<file path="config.mk">
export PLATFORM = sky130hd
export DESIGN_NAME = bsra_clear
export DESIGN_NICKNAME = d
export VERILOG_FILES = /design/src/hw/rtl/bsra_pkg.sv /design/src/hw/rtl/bsra_clear.sv
export SDC_FILE = /design/constraint.sdc
export NUM_CORES = 1
export LEC_CHECK = 0
export BUFFER_PORTS_ARGS = -buffer_cell sky130_fd_sc_hd__buf_2
export CORE_AREA = 5 5 42 44
export CTS_CLUSTER_DIAMETER = 120
export CTS_CLUSTER_SIZE = 28
export DETAILED_ROUTE_END_ITERATION = 10
export DIE_AREA = 0 0 47 49
export PLACE_DENSITY = 0.44
export SLEW_MARGIN = 20
export SYNTH_ARGS = -nofsm -noshare
export SYNTH_HDL_FRONTEND = slang
export SYNTH_SLANG_ARGS = --single-unit
</file>
<file path="constraint.sdc">
create_clock -name aclk -period 1.45 [get_ports aclk]
set_clock_uncertainty 0.05 [all_clocks]
set_input_delay 0 -clock aclk [delete_from_list [all_inputs] [get_ports aclk]]
set_output_delay 0 -clock aclk [all_outputs]
set_load 0.1 [all_outputs]
</file>
<file path="src/hw/rtl/bsra_pkg.sv">
// Shared types and constants for the slot range allocator.
// No dependencies.
package bsra_pkg;

    localparam int WORD_W = 32;

    typedef enum logic {
        FUNC_ALLOC   = 1'b0,
        FUNC_RELEASE = 1'b1
    } func_t;

    typedef enum logic [2:0] {
        ST_IDLE,
        ST_READ,
        ST_SCAN,
        ST_FINISH,
        ST_OUT
    } state_t;

    // Index of the lowest set bit of a 32-bit word (word assumed nonzero).
    function automatic logic [4:0] lowest_one(input logic [WORD_W-1:0] w);
        logic [4:0] idx;
        idx = 5'd0;
        for (int k = WORD_W - 1; k >= 0; k--) begin
            if (w[k]) begin
                idx = 5'(k);
            end
        end
        return idx;
    endfunction

    // Number of set bits of a 32-bit word.
    function automatic logic [5:0] ones_count(input logic [WORD_W-1:0] w);
        logic [5:0] c;
        c = 6'd0;
        for (int k = 0; k < WORD_W; k++) begin
            c = c + 6'(w[k]);
        end
        return c;
    endfunction

endpackage

</file>
<file path="src/hw/rtl/bsra_clear.sv">
// Post-reset clearing pass that sets every map word to all free.
// Uses bsra_pkg for the word width.
module bsra_clear import bsra_pkg::*; #(
    parameter int ROWS = 32,
    parameter int AW   = 5
) (
    input  logic          aclk,
    input  logic          aresetn,
    output logic          active,
    output logic [AW-1:0] addr
);

    logic [AW:0] cnt_reg, cnt_next;

    // Walk rows once after reset.
    always_comb begin
        cnt_next = (cnt_reg < (AW+1)'(ROWS)) ? cnt_reg + (AW+1)'(1) : cnt_reg;
    end

    always_ff @(posedge aclk) begin
        if (!aresetn) begin
            cnt_reg <= '0;
        end else begin
            cnt_reg <= cnt_next;
        end
    end

    assign active = (cnt_reg < (AW+1)'(ROWS));
    assign addr   = cnt_reg[AW-1:0];

endmodule

</file>
# --- Word level (Yosys, flattened, before mapping) ---
# Cells that the tools add are included.
word_totals:
  regBits: 6
  in_bits: 2
op_classes:
  addsub: 1
  n_lt_le_gt_ge: 1
ops:
  columns: ["cell", "count"]
  rows:
  - ["adder 6 x 1 -> 6 bit, second input constant", 1]
  - ["< comparator 6 bit, second input constant", 1]

# --- Depth between registers and ports, before layout ---
logic_depth:
  depth_word: 1
  depth_mapped: 4
  depth_no_buf: 4

# --- Least setup slack after synthesis ---
# Ideal clock, no wire load.
synth_path:
  path_kind: "reg2reg"
  start: "reg cnt_reg[0]"
  end: "reg cnt_reg[4]"
  arrival_time_ns: 0.926
  path_slack_ns: 0.359
  stages_incl_launch_ff: 5
  path_buffers: 0
  cell_sequence: "dfxtp_1 -> ha_1 -> nand4b_1 -> xnor2_1 -> and2_1"
synth_via:
  elab_chain_len: 1
  elab_cells_between_ends: 2
  cone_classes: "add/sub: 1; order compare: 1"
synth_lines:
  columns: ["element", "line", "text"]
  rows:
  - ["start: declaration", "bsra_clear.sv:13", "logic [AW:0] cnt_reg, cnt_next;"]
  - ["start signal: assignment", "bsra_clear.sv:24", "cnt_reg <= cnt_next;"]
  - ["adder 6 x 1 -> 6 bit or < comparator 6 bit (tied branches)", "bsra_clear.sv:17", "cnt_next = (cnt_reg < (AW+1)'(ROWS)) ? cnt_reg + (AW+1)'(1) : cnt_reg;"]
# Parallel ways exist; a longest one is shown, timed or not.
# A chain may end at the register's enable or synchronous reset.

# --- Worst setup path in the final report ---
# Same ends and word-level chain as after synthesis.

==> flow_metrics.tcl <==
set metrics [dict create \
    post_drt_wl_per_cell_microns 9.88 \
    start_kind "flop" \
    dr.pass1.iters 2 \
    htree_levels 1 \
    die_w_microns 47 \
    nFillCells 163 \
    num_rows 14 \
    clkTransAtPathRegs_ns 0.05 \
    grt_pass1_vias 226 \
    routed_wl_microns 514 \
    peakVddDrop_mv 0.323 \
    status "completed" \
    cts_setup_buffers 0 \
    worstHoldStart "cnt_reg[4]$_SDFFE_PN0N_" \
    yosysSeqAreaShare_pct 39.5 \
    final_max_slew_viol_count 0 \
    post-route-min-period_ns 1.17 \
    fin_setup_tns_ns 0 \
    timing.fmax_mhz 853 \
    clockBufferDepth 2 \
    core-area_sq_um 1400 \
    antenna_cells 0 \
    antenna_found_initial 0 \
    synth.cell_area_sq_um 304 \
    final_core_util_pct 24.5 \
    seq_power_share_pct 43.4 \
    die_area_sq_um 2300 \
    clock-sinks 6 \
    io_buffers 7 \
    ys_types 14 \
    vias 217 \
    yosysWarnings 0 \
    critPathKind "flop to flop" \
    final_nets 41 \
    hpwl_microns 401 \
    hold_buffers 1 \
    multi_input_area_sq_um 131 \
    drc 0 \
    stdcell_count 52 \
    swShare_pct 32.1 \
    routed_via_density 4.17 \
    drive_gt1_share_pct 27.8 \
    grt_pass1_wl_microns 897 \
    hold_viol_final 0 \
    worstSetupStartpoint "cnt_reg[0]$_SDFFE_PN0N_" \
    r2r-start "cnt_reg[0]$_SDFFE_PN0N_" \
    ioPinCount 8 \
    p_switching_uw 135 \
    overflow 0 \
    power_frac_comb_pct 19.3 \
    slew_headroom_pct 67.7 \
    p_per_area_nw_per_um2 1220 \
    power_frac_clock_pct 37.3 \
    clockRootBuffer "clkbuf_4" \
    gp_congestion 0.708 \
    drt_iter0_drc 1 \
    synth.avg_cell_area_sq_um 9.81 \
    finalPower_uw 419 \
    fin_hold_ws_ns 0.488 \
    synthCells 31 \
    worstMarginPinSlew_ns 0.488 \
    synth_fp_nets 34 \
    syn_to_final_growth_pct 12.8 \
    cap_violations 0 \
    p_int_uw 284 \
    die_h_microns 49 \
    p_leak_uw 0.000137 \
    cts_buffers 3 \
    hold_class "flop to flop" \
    largest_reg_flops 6 \
    cts_tree "done" \
    start_util_pct 21.7 \
    path_max_fanout 5 \
    cts_resized 0 \
    grt_max_degree 8 \
    antenna_left 0 \
    insertion_delay_ns 0.25 \
    end_kind "flop" \
    rsz0062_at_grt "false" \
    setup_viol 0 \
    ys_ff_latch 6 \
    worstPathArrival_ns 1.26 \
    worstPathRequired_ns 1.54 \
    grt.total_usage_pct 6.05 \
    regArea_sq_um 120 \
    numPlacedInstances 48 \
    fin_crit_sh_pct 80.9 \
]
-- per-layer routing --
layer  up-vias  part of all wire [%]  GRT usage, %
li1        105                     -             -
met1        99                    39          5.26
met2         8                    44          7.69
met3         5                   9.5          3.69
met4         0                   7.4          8.29
met5         -                     0             0
-- critical path, stage by stage, from the launching register on --
cell and delay (ns):
dfxtp_1 0.40, ha_1 0.20, nand4b_1 0.13, xnor2_1 0.14, and2_1 0.14
-- per-stage QoR --
step / instance area, sq um / setup WS [ns]
2_1_floorplan: 304 / 0.359
6_report: 343 / 0.277
5_1_grt: 343 / 0.187
3_5_place_dp: 310 / 0.288
4_1_cts: 343 / 0.275
3_3_place_gp: 310 / 0.323
-- power by group through the flow --
stage                     registers, uW  clock network, uW  logic [uW]
after global routing                183                175        86.4
after CTS                           182                163        81.5
final                               182                157        80.9
after floorplan                     183                  0        76.3
after detailed placement            185                  0        79.4
after global placement              184                  0        78.3
-- synthesized netlist by cell type --
master    number  area (sq um)
xnor2_1        4          35.0
nand4_1        1          6.26
buf_4          5          37.5
nand2b_1       1          6.26
dfxtp_1        6           120
nand4b_1       2          17.5
ha_1           1          12.5
nor2b_1        1          6.26
mux2i_1        1          10.0
buf_6          1          11.3
and2_1         4          25.0
o21ai_0        1          5.00
nand2_1        2          7.51
inv_1          1          3.75
-- final timing paths --
| check | end | slack (ns) | depth (start not counted) |
|---|---|---|---|
| max reg2reg | cnt_reg[4]$_SDFFE_PN0N_ | 0.28 | 4 |
| min | cnt_reg[5]$_SDFFE_PN0N_ | 0.49 | 2 |
| max | cnt_reg[4]$_SDFFE_PN0N_ | 0.28 | 4 |
| min reg2reg | cnt_reg[5]$_SDFFE_PN0N_ | 0.49 | 2 |
-- final cells by class --
class	count	area share [%]
multi-input combinational	18	38.3
sequential	6	35.0
timing repair buffer	8	13.1
clock buffer	3	6.57
tap	16	5.84
inverter	1	1.09
-- cells in the final DEF (no fill, tap or decap) --
master / Yosys / routed
buf_2: 0 / 7
dfxtp_1: 6 / 6
xnor2_1: 4 / 4
and2_1: 4 / 4
clkbuf_4: 0 / 3
nand4b_1: 2 / 2
nand2_1: 2 / 2
inv_1: 1 / 1
nand2b_1: 1 / 1
mux2i_1: 1 / 1
nor2b_1: 1 / 1
nand4_1: 1 / 1
o21ai_0: 1 / 1
ha_1: 1 / 1
dlygate4sd3_1: 0 / 1
-- cell families after synthesis --
group	synth area share, %
AO/OA/AOI/OAI	1.64
adder cells (fa/ha/maj)	4.11
XOR/XNOR	11.5
buffers and inverters	17.3
AND/OR/NAND/NOR	22.6
flip-flops	39.5
multiplexers	3.29
Power figures use the tool's default switching activity.
