File: src/hw/rtl/bsra_pkg.sv
// Shared types and constants for the slot range allocator.
// No dependencies.
package bsra_pkg;

    localparam int WORD_W = 32;

    typedef enum logic {
        FUNC_ALLOC   = 1'b0,
        FUNC_RELEASE = 1'b1
    } func_t;

    typedef enum logic [2:0] {
        ST_IDLE,
        ST_READ,
        ST_SCAN,
        ST_FINISH,
        ST_OUT
    } state_t;

    // Index of the lowest set bit of a 32-bit word (word assumed nonzero).
    function automatic logic [4:0] lowest_one(input logic [WORD_W-1:0] w);
        logic [4:0] idx;
        idx = 5'd0;
        for (int k = WORD_W - 1; k >= 0; k--) begin
            if (w[k]) begin
                idx = 5'(k);
            end
        end
        return idx;
    endfunction

    // Number of set bits of a 32-bit word.
    function automatic logic [5:0] ones_count(input logic [WORD_W-1:0] w);
        logic [5:0] c;
        c = 6'd0;
        for (int k = 0; k < WORD_W; k++) begin
            c = c + 6'(w[k]);
        end
        return c;
    endfunction

endpackage

File: src/hw/rtl/bsra_map_ram.sv
// Free map storage: one word per row, one read and one write port.
// Uses bsra_pkg for the word width.
module bsra_map_ram import bsra_pkg::*; #(
    parameter int ROWS = 32,
    parameter int AW   = 5
) (
    input  logic              aclk,
    input  logic              wr_en,
    input  logic [AW-1:0]     wr_addr,
    input  logic [WORD_W-1:0] wr_data,
    input  logic [AW-1:0]     rd_addr,
    output logic [WORD_W-1:0] rd_data
);

    logic [WORD_W-1:0] mem [ROWS];

    // Write port.
    always_ff @(posedge aclk) begin
        if (wr_en) begin
            mem[wr_addr] <= wr_data;
        end
    end

    // Registered read port.
    always_ff @(posedge aclk) begin
        rd_data <= mem[rd_addr];
    end

endmodule

File: config.mk
export PLATFORM = sky130hd
export DESIGN_NAME = bsra_map_ram
export DESIGN_NICKNAME = d
export VERILOG_FILES = /design/src/hw/rtl/bsra_pkg.sv /design/src/hw/rtl/bsra_map_ram.sv
export SDC_FILE = /design/constraint.sdc
export NUM_CORES = 1
export LEC_CHECK = 0
export BUFFER_PORTS_ARGS = -buffer_cell sky130_fd_sc_hd__buf_4
export CAP_MARGIN = 20
export CORE_ASPECT_RATIO = 1.5
export CORE_MARGIN = 1.5
export CORE_UTILIZATION = 30
export CTS_BUF_LIST = sky130_fd_sc_hd__clkbuf_4 sky130_fd_sc_hd__clkbuf_8
export CTS_CLUSTER_DIAMETER = 100
export DETAILED_ROUTE_END_ITERATION = 10
export PLACE_DENSITY = 0.43
export SYNTH_ARGS = -nofsm -noshare
export SYNTH_HDL_FRONTEND = slang
export SYNTH_SLANG_ARGS = --single-unit
File: constraint.sdc
create_clock -name aclk -period 3 [get_ports aclk]
set_input_delay 0 -clock aclk [delete_from_list [all_inputs] [get_ports aclk]]
set_output_delay 0 -clock aclk [all_outputs]
set_load 0.1 [all_outputs]
# ---- Word level (Yosys, flattened, before mapping)
# Memories as Yosys holds them, arrays and structs flattened. A register that Yosys moved wholly into a read port is not among the register bits.
# Index checks and enable logic that the tools add are counted.
# Widths: inputs -> output; s select.
dict set report word_totals {
  mem_count 1
  reg_bits 0
  out_inout_bits 32
  ramBits 1024
  input_bits 44
}
# memory words width rd rd_clocked_by_memory_dff write_ports line
set memory_table {}
lappend memory_table {mem 32 32 1 1 1 bsra_map_ram.sv:15} ;# logic [WORD_W-1:0] mem [ROWS];
dict set report classes {
  n_mux 2
}
# operator n
set ops {}
lappend ops {{$mux 1} 2}

# ---- Longest topological paths before layout
# Gate-level depths: netlist (run 1).
dict set report depth {
  depth_word 2
  mapped_depth 8
  ltp_nobuf 5
}

# ---- Worst setup path after synthesis (run 1)
# Ideal clock, no wire load.
dict set report synth_timing {
  path_kind {in2reg}
  from {input wr_addr[1]}
  to {memory mem[12][0] (enable)}
  t_arrival_ps 2013
  path_slack_ps 566
  path_stages 3
  setup_ps 421
  path_cell_list {or3b_2 > clkbuf_1 > nor2_1}
}
# element line
set synth_lines {}
lappend synth_lines {{from (decl)} bsra_map_ram.sv:9} ;# input logic [AW-1:0] wr_addr,
lappend synth_lines {{to (decl)} bsra_map_ram.sv:15}
# No word-level cell before the write port.

==> metrics.txt, run 1 <==
outcome=completed; most common flop cell mapped by yosys=edfxtp_1; Worst Tran Pin Value=0.964 ns; synth top area cells=edfxtp_1, mux2i_1, a22oi_1; first-pass GRT wire length=166,000 um; Area growth, synth to finish=17.6%; Yosys warning count=0; Max Cap Viol=0; Nets=2,554; starting density of the core=30.3%; FF+latch count, synth=1,056; Post-Syn Nets=2,304; Worst VDD drop=0.000357 V; Crit path max-delay family=buffers and inverters; Yosys top cell area share=76.0%; Vias/cell=4.88; Synth Cell Area=40,500 um2; hold_buf cts=48; met3 usage=2.95%; Fin Hold WS=0.107 ns; most used routing layer=met2; I/O Buffers=75; number of cells upsized or downsized after cts=0; Worst path max stage delay=1.23 ns; min cycle time layout=2.77 ns; Final TNS setup=0 ns; DRC=0; Worst Hold End=mem[19][5]; r2r startpoint=mem[1][6]; Routability Congestion=0.713; drt wl/cell=26.9 um; die area=137,000 um2; RSZ-0062 raised after global routing=false; critical path arrival=3.46 ns; CTS root buffer=clkbuf_8; Core ar.=134,000 um2; cell mode on critical path=buf_4; worst path buffer plus inverter count=5; met1 Use GR=22.1%; final period utilization=92.2%; Setup Skew=0.0376 ns; H-tree Lvls=4; Pre-antenna DRT Iters=5; crit path max-delay cell type=dlygate4sd3_1; Setup CP Type=input port to register; Num CTS Buffers=158; crit end category=register; Worst Path Max Fanout=12; Die Width=303 um; commonest cells in the netlist=edfxtp_1, mux2i_1, nand2_1, nand3_1; Die H=453 um; Post-synth EDFFs=1,024; final setup fails=0; fmax=0.361 GHz; initial drt markers=1,401; crit path launch type=input port; layout cells sized above 1=17.9%; mean post-synth cell area=17.9 um2; GRT Overall Usage=17.3%; register area share after synthesis=77.5%; CTS Buffer Depth=3; Sinks on Clock Net=1,056; DP Wirelength=61,800 um; Worst Hold Class=input port to register; Fillers=12,440; post-route ant nets=0; worst path cell trace=dlygate4sd3_1 > buf_4 > nor2_4 > dlygate4sd3_1 > buf_4 > buf_4 > a22o_1 > nor3_1 > a31oi_1 > nand3_1; worst hold start=wr_data[5]; R2R depth=5; Setup Fix Bufs, Post-CTS=0; Async SR Flop Fraction=0%; Hold Violations, Final=0; pin count of the biggest net entering global routing=79; met2 GRT Util=29.6%; CTS tree=yes; r2r endpoint=rd_data[6]; FP Rows=164; Worst-path clk slew=0.07 ns; vias in the first global route=22,443; pwr dens=637 nW/um2; cells after synthesis=2,260; final number of max-transition violations=0; later-pin clock latency in the skew report=0.86 ns; # IOs=76; DR vias=21,368; hold depth=2; initial antenna violation count=6; Rel. slew slack=35.7%; Worst Path Required=3.69 ns; Yosys cell types=25; Worst R2R Setup Slack=1.40 ns; Detailed Route WL=118,000 um; most common cell in the netlist=edfxtp_1; GRT overflow=0; LEAKAGE=16.5 nW; cell taking the most area after synthesis=edfxtp_1
[stage by stage]
step | cell area (um2) | utilization [%] | total power [mW] | cells | setup slack, ns
floorplan | 40500 | - | 18.0 | 2260 | 0.566
global placement | 44000 | 33.0 | 18.9 | 4045 | 0.755
detailed placement | 44000 | 33.0 | 18.9 | 4045 | 0.728
CTS | 47600 | 35.6 | 30.7 | 4374 | 0.207
global route | 47600 | 35.6 | 31.4 | 4375 | 0.191
finish | 47600 | 35.6 | 30.3 | 4375 | 0.233
[where the power goes]
part | switching (mW) | internal, mW
clock network | 5.52 | 6.18
registers | 0.0875 | 16.4
logic | 1.51 | 0.628
[cell usage in the layout (no fill, tap or decap), types with 32 or more instances in the layout]
cell              n
clkbuf_4         60
buf_4           123
a31oi_1          32
dfxtp_1          32
mux2i_1         512
a21oi_1          96
nand2_1          97
nand3_1          98
nor3_1           32
dlygate4sd3_1    48
edfxtp_1       1024
nor2_4           33
clkbuf_8        179
a22o_1           64
a22oi_1          96
buf_12           45
[routing by layer]
| layer | up-vias | wire length (um) |
|---|---|---|
| li1 | 9485 | - |
| met1 | 11224 | 50900 |
| met2 | 469 | 59500 |
| met3 | 186 | 4400 |
| met4 | 4 | 2990 |
| met5 | - | 27 |
[state kept, by name (all words and copies together), names as in the netlist]
| name | flops |
|---|---|
| mem | 1024 |
| rd_data | 32 |
[cell type report]
type	instances	area (um2)	area share, %
diodes	1	2.50	0.00526
clock buffers	239	2910	6.12
clock inverters	42	199	0.418
multi-input cells	1077	8610	18.1
flip-flops and latches	1056	31400	65.9
well taps	1743	2180	4.58
repair buffers	217	2320	4.87
[worst max-delay path by stage]
| stage | cells past startpoint | slack (ns) | to | from |
|---|---|---|---|---|
| after floorplan | 3 | 0.57 | mem[12][0] | wr_addr[1] |
| after global placement | 7 | 0.75 | rd_data[4] | rd_addr[0] |
| after detailed placement | 6 | 0.73 | rd_data[4] | rd_addr[1] |
| after CTS | 9 | 0.21 | rd_data[4] | rd_addr[1] |
| after global routing | 9 | 0.19 | rd_data[4] | rd_addr[1] |
| final | 10 | 0.23 | rd_data[9] | rd_addr[1] |
[cell families (layout without fill, tap and decap cells)]
group / count (synthesis) / after routing / share of synthesized area, %
compound gates: 288 / 288 / 4.85
buf+inv: 127 / 498 / 1.86
flops: 1056 / 1056 / 77.5
simple gates: 277 / 277 / 3.10
mux: 512 / 512 / 12.7
other cells: 0 / 1 / 0
Note: power is estimated with default switching activity, not from simulation.
==> run 2: changes to the inputs <==
Settings changed: CTS_BUF_LIST sky130_fd_sc_hd__clkbuf_4 sky130_fd_sc_hd__clkbuf_8 to not set.
==> run 2 against run 1 <==
  * Fmax is 35% higher
  * Wire length is 1.1% lower
  * Die area unchanged
  * Critical path depth fell by 3
  * Critical endpoint is now rd_data[22]
  * Largest power group unchanged
==> metrics.txt, run 2 (same netlist as run 1, synthesis figures left out) <==
cell mode on critical path=dlygate4sd3_1; GRT overflow=0 (unchanged); DR vias=20,947 (-2.0%); LEAKAGE=16.4 nW (-0.33%); CTS tree=yes; Num CTS Buffers=100 (-37%); pre-CTS setup slack=0.728 ns (unchanged); Core ar.=134,000 um2 (unchanged); Worst Path Required=3.56 ns (-0.13 ns); max reg flops=1,024 (unchanged); hold_buf cts=36 (-25%); Area growth, synth to finish=18.1%; CTS Buffer Depth=3 (unchanged); CP startpoint=rd_addr[2]; RSZ-0062 raised after global routing=false; die area=137,000 um2 (unchanged); Pre-antenna DRT Iters=5 (unchanged); drt wl/cell=27.3 um (+1.4%); r2r endpoint=rd_data[6]; worst path cell trace=dlygate4sd3_1 > buf_4 > nor2_4 > dlygate4sd3_1 > nand2_1 > a31oi_1 > nand3_1; outcome=completed; Finished Core Util=35.8% (+0.16 points); Final TNS setup=0 ns (unchanged); GRT Overall Usage=17.0% (-0.27 points); Nets=2,484 (-2.7%); crit path max-delay cell type=dlygate4sd3_1; Placed Cells=4,045 (unchanged); number of cells upsized or downsized after cts=0 (unchanged); Setup crit end=rd_data[22]; layout cells sized above 1=14.7% (-3.3 points); Worst Tran Pin Value=1.00 ns (+0.0382 ns); most frequent cells in the layout=edfxtp_1, mux2i_1, buf_4; R2R depth=5 (unchanged); fmax=0.486 GHz (+35%); critical path arrival=2.61 ns (-0.85 ns); CP Depth=7 (-3); starting density of the core=30.3% (unchanged); Setup CP Type=input port to register; Worst R2R Setup Slack=1.41 ns (about the same); crit end category=register; Crit path max-delay family=buffers and inverters; vias in the first global route=21,756 (-3.1%); H-tree Lvls=3 (-1); Setup Skew=0.0259 ns (-0.0117 ns); most common cell after layout, fill and taps aside=edfxtp_1; final period utilization=68.5% (-24 points); Rel. slew slack=33.2% (-2.5 points); Worst Path Max Fanout=18 (+6); Die H=453 um (unchanged); Sinks on Clock Net=1,056 (unchanged); final number of max-transition violations=0 (unchanged); initial drt markers=1,768 (+26%); Worst VDD drop=0.000371 V (+3.8%); I/O Buffers=75 (unchanged); fin cells=4,268 (-2.4%); worst path buffer plus inverter count=3 (-2); DRC=0 (unchanged); later-pin clock latency in the skew report=0.70 ns (-0.16 ns); pwr dens=667 nW/um2 (+4.8%); Largest Register=mem; Setup Fix Bufs, Post-CTS=0 (unchanged); final setup fails=0 (unchanged); min cycle time layout=2.06 ns (-0.711 ns); Worst Hold Class=input port to register; post-route ant nets=0 (unchanged); # IOs=76 (unchanged); FP Rows=164 (unchanged); Die Width=303 um (unchanged); Routability Congestion=0.713 (unchanged); largest registers=mem (1024), rd_data (32); Max Cap Viol=0 (unchanged); initial antenna violation count=6 (unchanged); Hold Violations, Final=0 (unchanged); Final WS setup=0.944 ns (+0.711 ns); Vias/cell=4.91 (+0.49%); crit path launch type=input port; DP Wirelength=61,800 um (unchanged); CTS root buffer=clkbuf_16; first-pass GRT wire length=164,000 um (-1.6%); Worst path max stage delay=0.73 ns (-0.50 ns); r2r startpoint=mem[1][6]; Detailed Route WL=116,000 um (-1.1%); pin count of the biggest net entering global routing=79 (unchanged); Worst-path clk slew=0.07 ns (about the same)
-- run 2: layout make-up --
| class | instances | area [um2] |
|---|---|---|
| diodes | 1 | 2.50 |
| fillers | 12378 | 85800 |
| multi-input cells | 1077 | 8610 |
| repair buffers | 205 | 2200 |
| clock buffers | 133 | 2770 |
| well taps | 1743 | 2180 |
| clock inverters | 53 | 681 |
| flip-flops and latches | 1056 | 31400 |
-- run 2: worst min-delay path by stage --
stage | startpoint | end | slack, ns | depth (start not counted)
global route | rd_addr[4] | rd_data[27] | 0.06 | 5
detailed placement | wr_data[29] | mem[11][29] | 0.42 | 1
floorplan | wr_data[0] | mem[0][0] | 0.1 | 0
finish | rd_addr[4] | rd_data[27] | 0.07 | 5
global placement | wr_data[13] | mem[18][13] | 0.41 | 1
CTS | rd_addr[1] | rd_data[12] | 0.02 | 6
-- run 2: per-stage QoR --
stage	cell area, um2	power [mW]	hold slack [ns]
2_1_floorplan	40500	18.0	0.0989
3_3_place_gp	44000	18.9	0.413
3_5_place_dp	44000	18.9	0.423
4_1_cts	47800	32.3	0.0183
5_1_grt	47800	32.9	0.0628
6_report	47800	31.9	0.0651
-- run 2: per-layer routing --
layer	wire (um)	part of all wire (%)	up-vias	GRT usage [%]
met2	58400	50	453	29.2
met5	27	0.023	-	0
li1	-	-	9341	-
met4	3090	2.7	4	5.39
met1	50700	43	10995	22.1
met3	4320	3.7	154	2.25
-- run 2: worst reg2reg max path: stages, from the launching register on --
cell	delay, ns
edfxtp_1	0.33
mux2i_1	0.08
a22o_1	0.25
nor3_1	0.52
a31oi_1	0.15
nand3_1	0.17
-- run 2: power by group --
group	leakage [nW]	internal [mW]	switching [mW]
combinational	5.24	0.618	1.50
clock	1.67	7.67	5.64
sequential	9.49	16.4	0.0885
total	16.4	24.7	7.23
